===== config.mk =====
export PLATFORM = sky130hd
export DESIGN_NAME = greedy_subband_bit_allocator
export DESIGN_NICKNAME = d
export VERILOG_FILES = /design/src/rtl/core/sbal_pkg.sv /design/src/rtl/core/sbal_pick.sv /design/src/rtl/core/sbal_round.sv /design/src/rtl/core/greedy_subband_bit_allocator.sv
export SDC_FILE = /design/constraint.sdc
export NUM_CORES = 1
export LEC_CHECK = 0
export BUFFER_PORTS_ARGS = -buffer_cell sky130_fd_sc_hd__clkbuf_2
export CAP_MARGIN = 15
export CORE_MARGIN = 1.5
export CORE_UTILIZATION = 50
export CTS_BUF_LIST = sky130_fd_sc_hd__clkbuf_4 sky130_fd_sc_hd__clkbuf_8
export CTS_CLUSTER_SIZE = 40
export DETAILED_ROUTE_END_ITERATION = 16
export PLACE_DENSITY = 0.78
export SYNTH_ARGS = -nofsm -noshare
export SYNTH_HDL_FRONTEND = slang
export SYNTH_HIERARCHICAL = 1
export SYNTH_SLANG_ARGS = --single-unit

===== constraint.sdc =====
create_clock -name clk -period 14.3 [get_ports clk]
set_input_delay 1.43 -clock clk [delete_from_list [all_inputs] [get_ports clk]]
set_output_delay 1.43 -clock clk [all_outputs]
set_load 0.02 [all_outputs]

===== src/rtl/core/sbal_pkg.sv =====
// shared types, constants and cost/leftover functions of the greedy subband bit allocator
package sbal_pkg;

    localparam int NUM_BANDS = 4;
    localparam int LEVEL_W   = 32;
    localparam int BUDGET_W  = 10;
    localparam int STEP_W    = 10;
    localparam int BAND_W    = 2;
    localparam int COST_W    = 4;

    // band codes
    localparam logic [BAND_W-1:0] BAND_V0 = 2'd0;
    localparam logic [BAND_W-1:0] BAND_W0 = 2'd1;
    localparam logic [BAND_W-1:0] BAND_W1 = 2'd2;
    localparam logic [BAND_W-1:0] BAND_W2 = 2'd3;

    typedef logic [LEVEL_W-1:0]  level_t;
    typedef level_t [NUM_BANDS-1:0] level_vec_t;
    typedef logic [1:0]          inc_t;
    typedef inc_t [NUM_BANDS-1:0] inc_vec_t;

    // result of one allocation round
    typedef struct packed {
        logic [BUDGET_W-1:0] budget;
        inc_vec_t            inc;
    } round_t;

    function automatic logic [COST_W-1:0] band_cost(input logic [BAND_W-1:0] band);
        logic [COST_W-1:0] cost;
        unique case (band)
            BAND_V0: cost = 4'd2;
            BAND_W0: cost = 4'd3;
            BAND_W1: cost = 4'd5;
            BAND_W2: cost = 4'd10;
            default: cost = 4'd10;
        endcase
        return cost;
    endfunction

    // leftover spend for a budget the picked band cannot afford
    function automatic round_t spend_leftover(input logic [BUDGET_W-1:0] budget);
        round_t r;
        r.budget = '0;
        r.inc    = '0;
        unique case (budget)
            10'd9:
            begin
                r.inc[BAND_W1] = 2'd1;
                r.inc[BAND_V0] = 2'd2;
            end
            10'd8:
            begin
                r.inc[BAND_W1] = 2'd1;
                r.inc[BAND_W0] = 2'd1;
            end
            10'd7:
            begin
                r.inc[BAND_W1] = 2'd1;
                r.inc[BAND_V0] = 2'd1;
            end
            10'd6:
            begin
                r.inc[BAND_W0] = 2'd2;
            end
            10'd5:
            begin
                r.inc[BAND_V0] = 2'd1;
                r.inc[BAND_W0] = 2'd1;
            end
            10'd4:
            begin
                r.inc[BAND_V0] = 2'd2;
            end
            10'd3:
            begin
                r.inc[BAND_W0] = 2'd1;
            end
            10'd2:
            begin
                r.inc[BAND_V0] = 2'd1;
            end
            default:
            begin
                r.budget = budget - 1'b1;
            end
        endcase
        return r;
    endfunction

endpackage


===== src/rtl/core/sbal_pick.sv =====
// band picker: index of the highest working level, ties to the lowest index
module sbal_pick
    import sbal_pkg::*;
(
    input  level_vec_t        levels,
    output logic [BAND_W-1:0] band
);

    logic [BAND_W-1:0] lo_band;
    logic [BAND_W-1:0] hi_band;
    level_t            lo_level;
    level_t            hi_level;

    // two-level tournament, later index wins only when strictly greater
    always_comb
    begin
        lo_band  = (levels[1] > levels[0]) ? BAND_W0 : BAND_V0;
        hi_band  = (levels[3] > levels[2]) ? BAND_W2 : BAND_W1;
        lo_level = levels[lo_band];
        hi_level = levels[hi_band];
        band     = (hi_level > lo_level) ? hi_band : lo_band;
    end

endmodule


===== src/rtl/core/sbal_round.sv =====
// round unit: charges the picked band or spends the leftover budget
module sbal_round
    import sbal_pkg::*;
(
    input  logic                limit_mode,
    input  logic [BUDGET_W-1:0] budget,
    input  logic [BAND_W-1:0]   band,
    output round_t              rnd
);

    logic [BUDGET_W-1:0] cost;
    logic                afford;

    always_comb
    begin
        cost   = BUDGET_W'(band_cost(band));
        afford = (budget >= cost);
        rnd    = '0;
        if (!limit_mode)
        begin
            // free mode saturates the budget at zero
            rnd.inc[band] = 2'd1;
            rnd.budget    = (cost >= budget) ? '0 : budget - cost;
        end
        else if (afford)
        begin
            rnd.inc[band] = 2'd1;
            rnd.budget    = budget - cost;
        end
        else
        begin
            rnd = spend_leftover(budget);
        end
    end

endmodule


===== src/rtl/core/greedy_subband_bit_allocator.sv =====
// top level of the greedy subband bit allocator: sequencer, level and step registers
//
//  channel | signals                              | direction | transfer when
//  --------+--------------------------------------+-----------+---------------------------
//  in      | in_valid, in_stall, budget, level_*  | to block  | in_valid && !in_stall
//  out     | out_valid, out_stall, bits_*         | from block| out_valid && !out_stall
//  cfg     | cfg_valid, cfg_ready, cfg_data       | to block  | cfg_valid && cfg_ready
//
// one allocation round per cycle through the shared pick and round units; a frame takes
// an accept, at most budget/2 rounded up rounds and a finish that waits on a stalled result
// in_stall is high from the accept until the result is loaded into the output register
// a waiting result in the output register does not block a new input transfer
// reset clears the sequencer, the output valid and limit_mode; no clearing pass
module greedy_subband_bit_allocator
    import sbal_pkg::*;
#(
    parameter int MAX_BUDGET = 1023
)
(
    input  logic                clk,
    input  logic                rst_n,
    // input channel
    input  logic                in_valid,
    output logic                in_stall,
    input  logic [BUDGET_W-1:0] budget,
    input  logic [LEVEL_W-1:0]  level_v0,
    input  logic [LEVEL_W-1:0]  level_w0,
    input  logic [LEVEL_W-1:0]  level_w1,
    input  logic [LEVEL_W-1:0]  level_w2,
    // output channel
    output logic                out_valid,
    input  logic                out_stall,
    output logic [STEP_W-1:0]   bits_v0,
    output logic [STEP_W-1:0]   bits_w0,
    output logic [STEP_W-1:0]   bits_w1,
    output logic [STEP_W-1:0]   bits_w2,
    // configuration channel
    input  logic                cfg_valid,
    output logic                cfg_ready,
    input  logic                cfg_data
);

    localparam logic ST_IDLE = 1'b0;
    localparam logic ST_RUN  = 1'b1;

    logic                state_reg;
    logic                state_next;
    logic                limit_mode_reg;
    logic [BUDGET_W-1:0] budget_reg;
    logic [BUDGET_W-1:0] budget_next;
    level_vec_t          level_reg;
    level_vec_t          level_next;
    logic [NUM_BANDS-1:0][STEP_W-1:0] steps_reg;
    logic [NUM_BANDS-1:0][STEP_W-1:0] steps_next;
    logic                out_valid_reg;
    logic                out_valid_next;
    logic [NUM_BANDS-1:0][STEP_W-1:0] out_bits_reg;

    logic                in_xfer;
    logic                out_xfer;
    logic                out_load;
    logic                round_go;
    logic                clamp;
    logic [BUDGET_W-1:0] budget_in;
    logic [BAND_W-1:0]   band;
    round_t              rnd;

    assign in_stall  = (state_reg != ST_IDLE);
    assign in_xfer   = in_valid && !in_stall;
    assign out_xfer  = out_valid_reg && !out_stall;
    assign cfg_ready = 1'b1;

    // a round runs while budget is left; an empty budget ends the frame
    assign round_go  = (state_reg == ST_RUN) && (budget_reg != '0);
    assign out_load  = (state_reg == ST_RUN) && (budget_reg == '0)
                       && (!out_valid_reg || !out_stall);

    // clamp the incoming budget to the configured maximum
    assign clamp     = (32'(budget) > 32'(MAX_BUDGET));
    assign budget_in = clamp ? BUDGET_W'(MAX_BUDGET) : budget;

    sbal_pick u_pick
    (
        .levels (level_reg),
        .band   (band)
    );

    sbal_round u_round
    (
        .limit_mode (limit_mode_reg),
        .budget     (budget_reg),
        .band       (band),
        .rnd        (rnd)
    );

    always_comb
    begin
        state_next     = state_reg;
        budget_next    = budget_reg;
        level_next     = level_reg;
        steps_next     = steps_reg;
        out_valid_next = out_valid_reg;
        if (out_xfer)
        begin
            out_valid_next = 1'b0;
        end
        unique case (state_reg)
            ST_IDLE:
            begin
                if (in_xfer)
                begin
                    state_next    = ST_RUN;
                    budget_next   = budget_in;
                    level_next[0] = level_v0;
                    level_next[1] = level_w0;
                    level_next[2] = level_w1;
                    level_next[3] = level_w2;
                    steps_next    = '0;
                end
            end
            ST_RUN:
            begin
                if (round_go)
                begin
                    // picked level drops by one with wrap, steps count modulo 2^STEP_W
                    level_next[band] = level_reg[band] - 1'b1;
                    budget_next      = rnd.budget;
                    for (int k = 0; k < NUM_BANDS; k++)
                    begin
                        steps_next[k] = steps_reg[k] + STEP_W'(rnd.inc[k]);
                    end
                end
                else if (out_load)
                begin
                    state_next     = ST_IDLE;
                    out_valid_next = 1'b1;
                end
            end
            default:
            begin
                state_next = ST_IDLE;
            end
        endcase
    end

    always_ff @(posedge clk or negedge rst_n)
    begin
        if (!rst_n)
        begin
            state_reg      <= ST_IDLE;
            limit_mode_reg <= 1'b0;
            budget_reg     <= '0;
            out_valid_reg  <= 1'b0;
        end
        else
        begin
            state_reg     <= state_next;
            budget_reg    <= budget_next;
            out_valid_reg <= out_valid_next;
            if (cfg_valid && cfg_ready)
            begin
                limit_mode_reg <= cfg_data;
            end
        end
    end

    // payload registers
    always_ff @(posedge clk)
    begin
        level_reg <= level_next;
        steps_reg <= steps_next;
        if (out_load)
        begin
            out_bits_reg <= steps_reg;
        end
    end

    assign out_valid = out_valid_reg;
    assign bits_v0   = out_bits_reg[0];
    assign bits_w0   = out_bits_reg[1];
    assign bits_w1   = out_bits_reg[2];
    assign bits_w2   = out_bits_reg[3];

`ifndef SYNTHESIS
    // an input transfer starts a run
    assert property (@(posedge clk) disable iff (!rst_n)
        in_xfer |=> (state_reg == ST_RUN))
        else $error("run did not start after input transfer");

    // every round spends at least one bit
    assert property (@(posedge clk) disable iff (!rst_n)
        round_go |=> (budget_reg < $past(budget_reg)))
        else $error("round did not reduce the budget");

    // finishing a frame presents the result and frees the input side
    assert property (@(posedge clk) disable iff (!rst_n)
        out_load |=> (out_valid_reg && (state_reg == ST_IDLE)))
        else $error("result not presented after finish");

    // an idle block holds no budget
    assert property (@(posedge clk) disable iff (!rst_n)
        (state_reg == ST_IDLE) |-> (budget_reg == '0))
        else $error("budget left while idle");
`endif

endmodule

# Word level (Yosys, flattened, before mapping)
# Index checks and enable logic that the tools add are counted.
dict set report word_totals {
  reg_bits 221
  in_bits 144
  out_inout_bits 43
  elab_cells 104
}
dict set report classes {
  n_addsub 7
  order_cmp 9
  n_eq_ne 13
  mux 39
  bitwise 1
  n_reduce_logical 19
}
# cell n
set op_table {}
lappend op_table {{128-bit 2-to-1 mux} 2}
lappend op_table {{128-bit case mux with 2 select lines} 1}
lappend op_table {{32-bit binary-select mux with 2-bit select} 3}
lappend op_table {{128-bit bitwise mux} 1}
lappend op_table {{32-bit 2-to-1 mux} 4}
lappend op_table {{32-bit > comparator} 3}
lappend op_table {{40-bit 2-to-1 mux} 2}
lappend op_table {{40-bit case mux with 2 select lines} 1}
lappend op_table {{32-bit demux with 2-bit select} 1}
lappend op_table {{10-bit by 2-bit adder with 10-bit output} 4}
lappend op_table {{10-bit by 3-bit == test with 1-bit output, second input constant} 4}
lappend op_table {{10-bit 2-to-1 mux} 4}
lappend op_table {{18-bit 2-to-1 mux} 2}
lappend op_table {{32-bit by 1-bit subtractor with 32-bit output, second input constant} 1}
lappend op_table {{10-bit by 2-bit == test with 1-bit output, second input constant} 2}
lappend op_table {{10-bit by 4-bit == test with 1-bit output, second input constant} 2}
lappend op_table {{10-bit case mux with 2 select lines} 1}
lappend op_table {{4-bit case mux with 4 select lines} 1}
lappend op_table {{10-bit by 4-bit >= comparator with 1-bit output} 1}
lappend op_table {{4-bit by 10-bit >= comparator with 1-bit output} 1}
lappend op_table {{10-bit zero test} 1}
lappend op_table {{1-bit 2-to-1 mux} 10}
lappend op_table {{10-bit nonzero test} 1}
lappend op_table {{10-bit by 1-bit subtractor with 10-bit output, second input constant} 1}
lappend op_table {{20 further kinds} 34}

# Logic depth before layout (Yosys ltp)
dict set report depth {
  ltp_word 15
  depth_mapped 32
  ltp_nobuf 31
}

# Modules after synthesis
# Netlist, hierarchy kept.
# module instances cells_per_inst area_each_um2 seq_area_each_um2
set by_module_without_submodules {}
lappend by_module_without_submodules {greedy_subband_bit_allocator 1 857 10881.7 6571.3}
lappend by_module_without_submodules {sbal_pick 1 388 3125.5 0.0}
lappend by_module_without_submodules {sbal_round 1 106 763.2 0.0}

# Worst setup path before layout
# OpenSTA, ideal clock, no wires.
dict set report synth_path {
  path_type {flip-flop to flip-flop}
  startpoint {register level_reg[123] (netlist name)}
  endpoint {register level_reg[56] (netlist name), data pin}
  setup_time_ns 0.271
  t_arrival_ns 7.028
  t_required_ns 14.029
  slack_ns 7.001
  stages_incl_launch_ff 29
  path_buffers 6
  period_less_slack_ns 7.299
  path_cell_list {edfxtp_1 > ha_1 > a21oi_1 > o21ai_0 > a221oi_1 > o2111ai_1 > o21ai_2 > buf_4 > mux2_2 > ha_1 > nand4_1 > nor4_1 > a21boi_0 > and3b_1 > a31oi_1 > mux2i_1 > buf_6 > buf_8 > buf_8 > mux4_2 > inv_1 > ha_1 > clkbuf_1 > or4b_1 > clkbuf_1 > nor4b_4 > nand4b_1 > xor2_1 > o22ai_1}
}
# element line
set synth_lines {}
lappend synth_lines {{start: declaration} greedy_subband_bit_allocator.sv:51} ;# level_vec_t level_reg;
lappend synth_lines {{start signal: assignment} greedy_subband_bit_allocator.sv:170} ;# level_reg <= level_next;

==> flow_summary.toml <==
[global_routing]
grt_pass1_vias = 11680
antenna_found_initial = 0
grt_pass1_wl_mm = 61.76
grt_max_degree = 74
overflow = 0
grt_use_total_pct = 25.73

[logic_synthesis]
ys_types = 75
synth.avg_cell_area_um2 = 10.93
ys.flop_type = "edfxtp_1"
ys_ff_latch = 221
synth_seq_area_share_pct = 44.49
synth_edf_count = 208
syn_inst = 1351
async_flop_share_pct = 5.882
yosys_warnings = 6
syn_area_um2 = 14770

[critical_path]
reg2reg_from = "level_reg[89]"
arrival_ns = 9.78
critPathKind = "flop to flop"
path_max_fanout = 43
r2r_setup_slack_ns = 4.82
r2r_cells = 33
r2r_end = "steps_reg[16]"
path_buf_inv = 5
crit_path_end_kind = "flop"
cp_slowest_stage_delay_ns = 0.83
cpMostUsedCell = "ha_1"
cp.required_ns = 14.60
crit_path_start = "level_reg[89]"
crit_family = "compound AO/OA/AOI/OAI gates"
startpoint_type = "flop"
cpMaxStageDelayCell = "o21ai_2"

[clocking]
h-tree-depth = 2
clock-sinks = 221
cts_buffers = 39
cts_tree = "yes"
cts_resized = 0
cts_max_path_buffers = 3
cts_setup_buffers = 0
root_buffer = "clkbuf_8"
path_clk_slew_ns = 0.06
clk_latency_ns = 0.55
ctsHoldBuffers = 0

[final_layout]
finalInstanceArea_um2 = 16780
diodes = 0
areaGrowthSynthToFinish_pct = 13.60
fin_cells = 1948
nFillCells = 2432
fin_nets = 1803
largest_reg_flops = 128
multiInputGateArea_um2 = 7127
regArea_um2 = 6575
drive_gt1_share_pct = 22.63

[sta]
min_period_over_period_pct = 66.29
fin_skew_ns = 0.01515
rsz0062_at_grt = "false"
period_needed_ns = 9.480
fin_ws_ns = 4.820
slew_viol_final = 0
fin_setup_tns_ns = 0
setup_viol = 0
finalHoldViolCount = 0
slew_headroom_pct = 22.83
fmax_mhz = 105.5
worstMarginPinSlew_ns = 1.156

[flow_run]
cap_viol_max_count = 0

[place]
place_congestion = 0.9080
placedCellCount = 1879
pre_cts_slack_ns = 4.944
dpl_cell_area_um2 = 16050
portBuffers = 185
dp.final_hpwl_mm = 28.47

[detailed_routing]
vias = 11590
drc_errors = 0
routedWlPerCell_um = 20.43
drtIter0Drc = 1009
firstDrtPassIters = 6
postRouteAntennaNets = 0
drt_wl_total_mm = 39.80
viasPerCell = 5.949

[floorplanning]
top_level_ports = 187
die_y_um = 174.9
dieArea_um2 = 30580
num_rows = 62
die_x_um = 174.9
initial_utilization_pct = 51.18
core-area_um2 = 28860

[min_path]
whs_path_depth = 0
hp-start = "steps_reg[20]"
holdPathEnd = "bits_w1[0]"
min_path_type = "flop to flop"

[run_status]
status = "finished, final reports clean"
cells in the mapped netlist, drive strengths merged (4+ instances only):
cell,count,area share (%)
nand2b,8,0.34
and4,6,0.36
a21boi,6,0.31
nand2,59,1.5
nand3,15,0.54
xor2,19,1.1
nor4b,5,0.40
and2,30,1.3
mux2i,43,2.9
o22ai,132,5.6
o21ai,23,0.80
nor3,16,0.54
inv,219,5.6
xnor2,41,2.4
a21oi,55,1.9
mux2,37,2.8
dfrtp,13,2.2
or3,10,0.42
a211oi,6,0.30
a21o,11,0.56
o211ai,4,0.24
edfxtp,208,42
clkbuf,38,0.97
nor3b,6,0.34
buf,19,1.2
o31a,4,0.24
nand3b,6,0.30
nor2b,17,0.72
nand4b,6,0.36
a31oi,5,0.21
nor2,49,1.2
fa,5,0.68
nand4,27,1.2
nor4,15,1.1
ha,118,10
and3,11,0.50
mux4,32,4.9
cells in the final DEF, fill, tap and decap left out, types with 11 or more instances in the layout:
cell,instances
ha_1,118
xor2_1,19
clkbuf_4,12
nor2_1,48
a21o_1,11
o22ai_1,132
clkbuf_2,185
o21ai_0,20
nand2_1,59
nand3_1,14
a21oi_1,50
edfxtp_1,208
nor2b_1,17
nand4_1,25
mux4_2,32
buf_4,15
mux2i_1,42
clkbuf_8,39
nor3_1,16
inv_1,219
xnor2_1,41
dfrtp_1,12
and2_1,30
mux2_2,34
metal layers:
metal	track usage, %	vias up	part of all wire, %
met5	0.1603	-	0
met4	9.865	0	3.3
met3	5.875	96	9.5
met2	41.72	582	47
met1	33.61	5578	40
li1	-	5333	-
how the worst max path moves through the flow:
stage / slack [ns] / cells after the start / to
after floorplan: 7.00 / 28 / level_reg[56]
after global placement: 5.37 / 25 / level_reg[88]
after detailed placement: 4.94 / 33 / steps_reg[16]
after CTS: 4.92 / 33 / steps_reg[16]
after global routing: 4.14 / 32 / steps_reg[6]
final: 4.82 / 33 / steps_reg[16]
through the flow:
| stage | hold slack, ns | util [%] |
|---|---|---|
| floorplan | 0.4334 | - |
| global placement | 0.4370 | 55.61 |
| detailed placement | 0.4439 | 55.61 |
| CTS | 0.4543 | 58.15 |
| global route | 0.4847 | 58.15 |
| finish | 0.4493 | 58.15 |
cell type report:
cell class                 count  area share, %
clock inverter                18         0.6338
tap                          384          2.863
timing repair buffer         200          6.189
clock buffer                  51          3.736
inverter                     220          4.921
sequential                   221          39.18
multi-input combinational    854          42.47
cell families after synthesis:
family | count (synthesis) | synth area share, %
flip-flops | 221 | 44.49
adder cells (fa/ha/maj) | 123 | 10.67
AND/OR/NAND/NOR | 292 | 11.55
XOR/XNOR | 60 | 3.558
other | 2 | 0.05084
AO/OA/AOI/OAI | 264 | 11.24
multiplexers | 112 | 10.64
buffers and inverters | 277 | 7.793
Power is not shown: default switching activity piles up to over one toggle a cycle in this logic, so the estimate is an artifact.
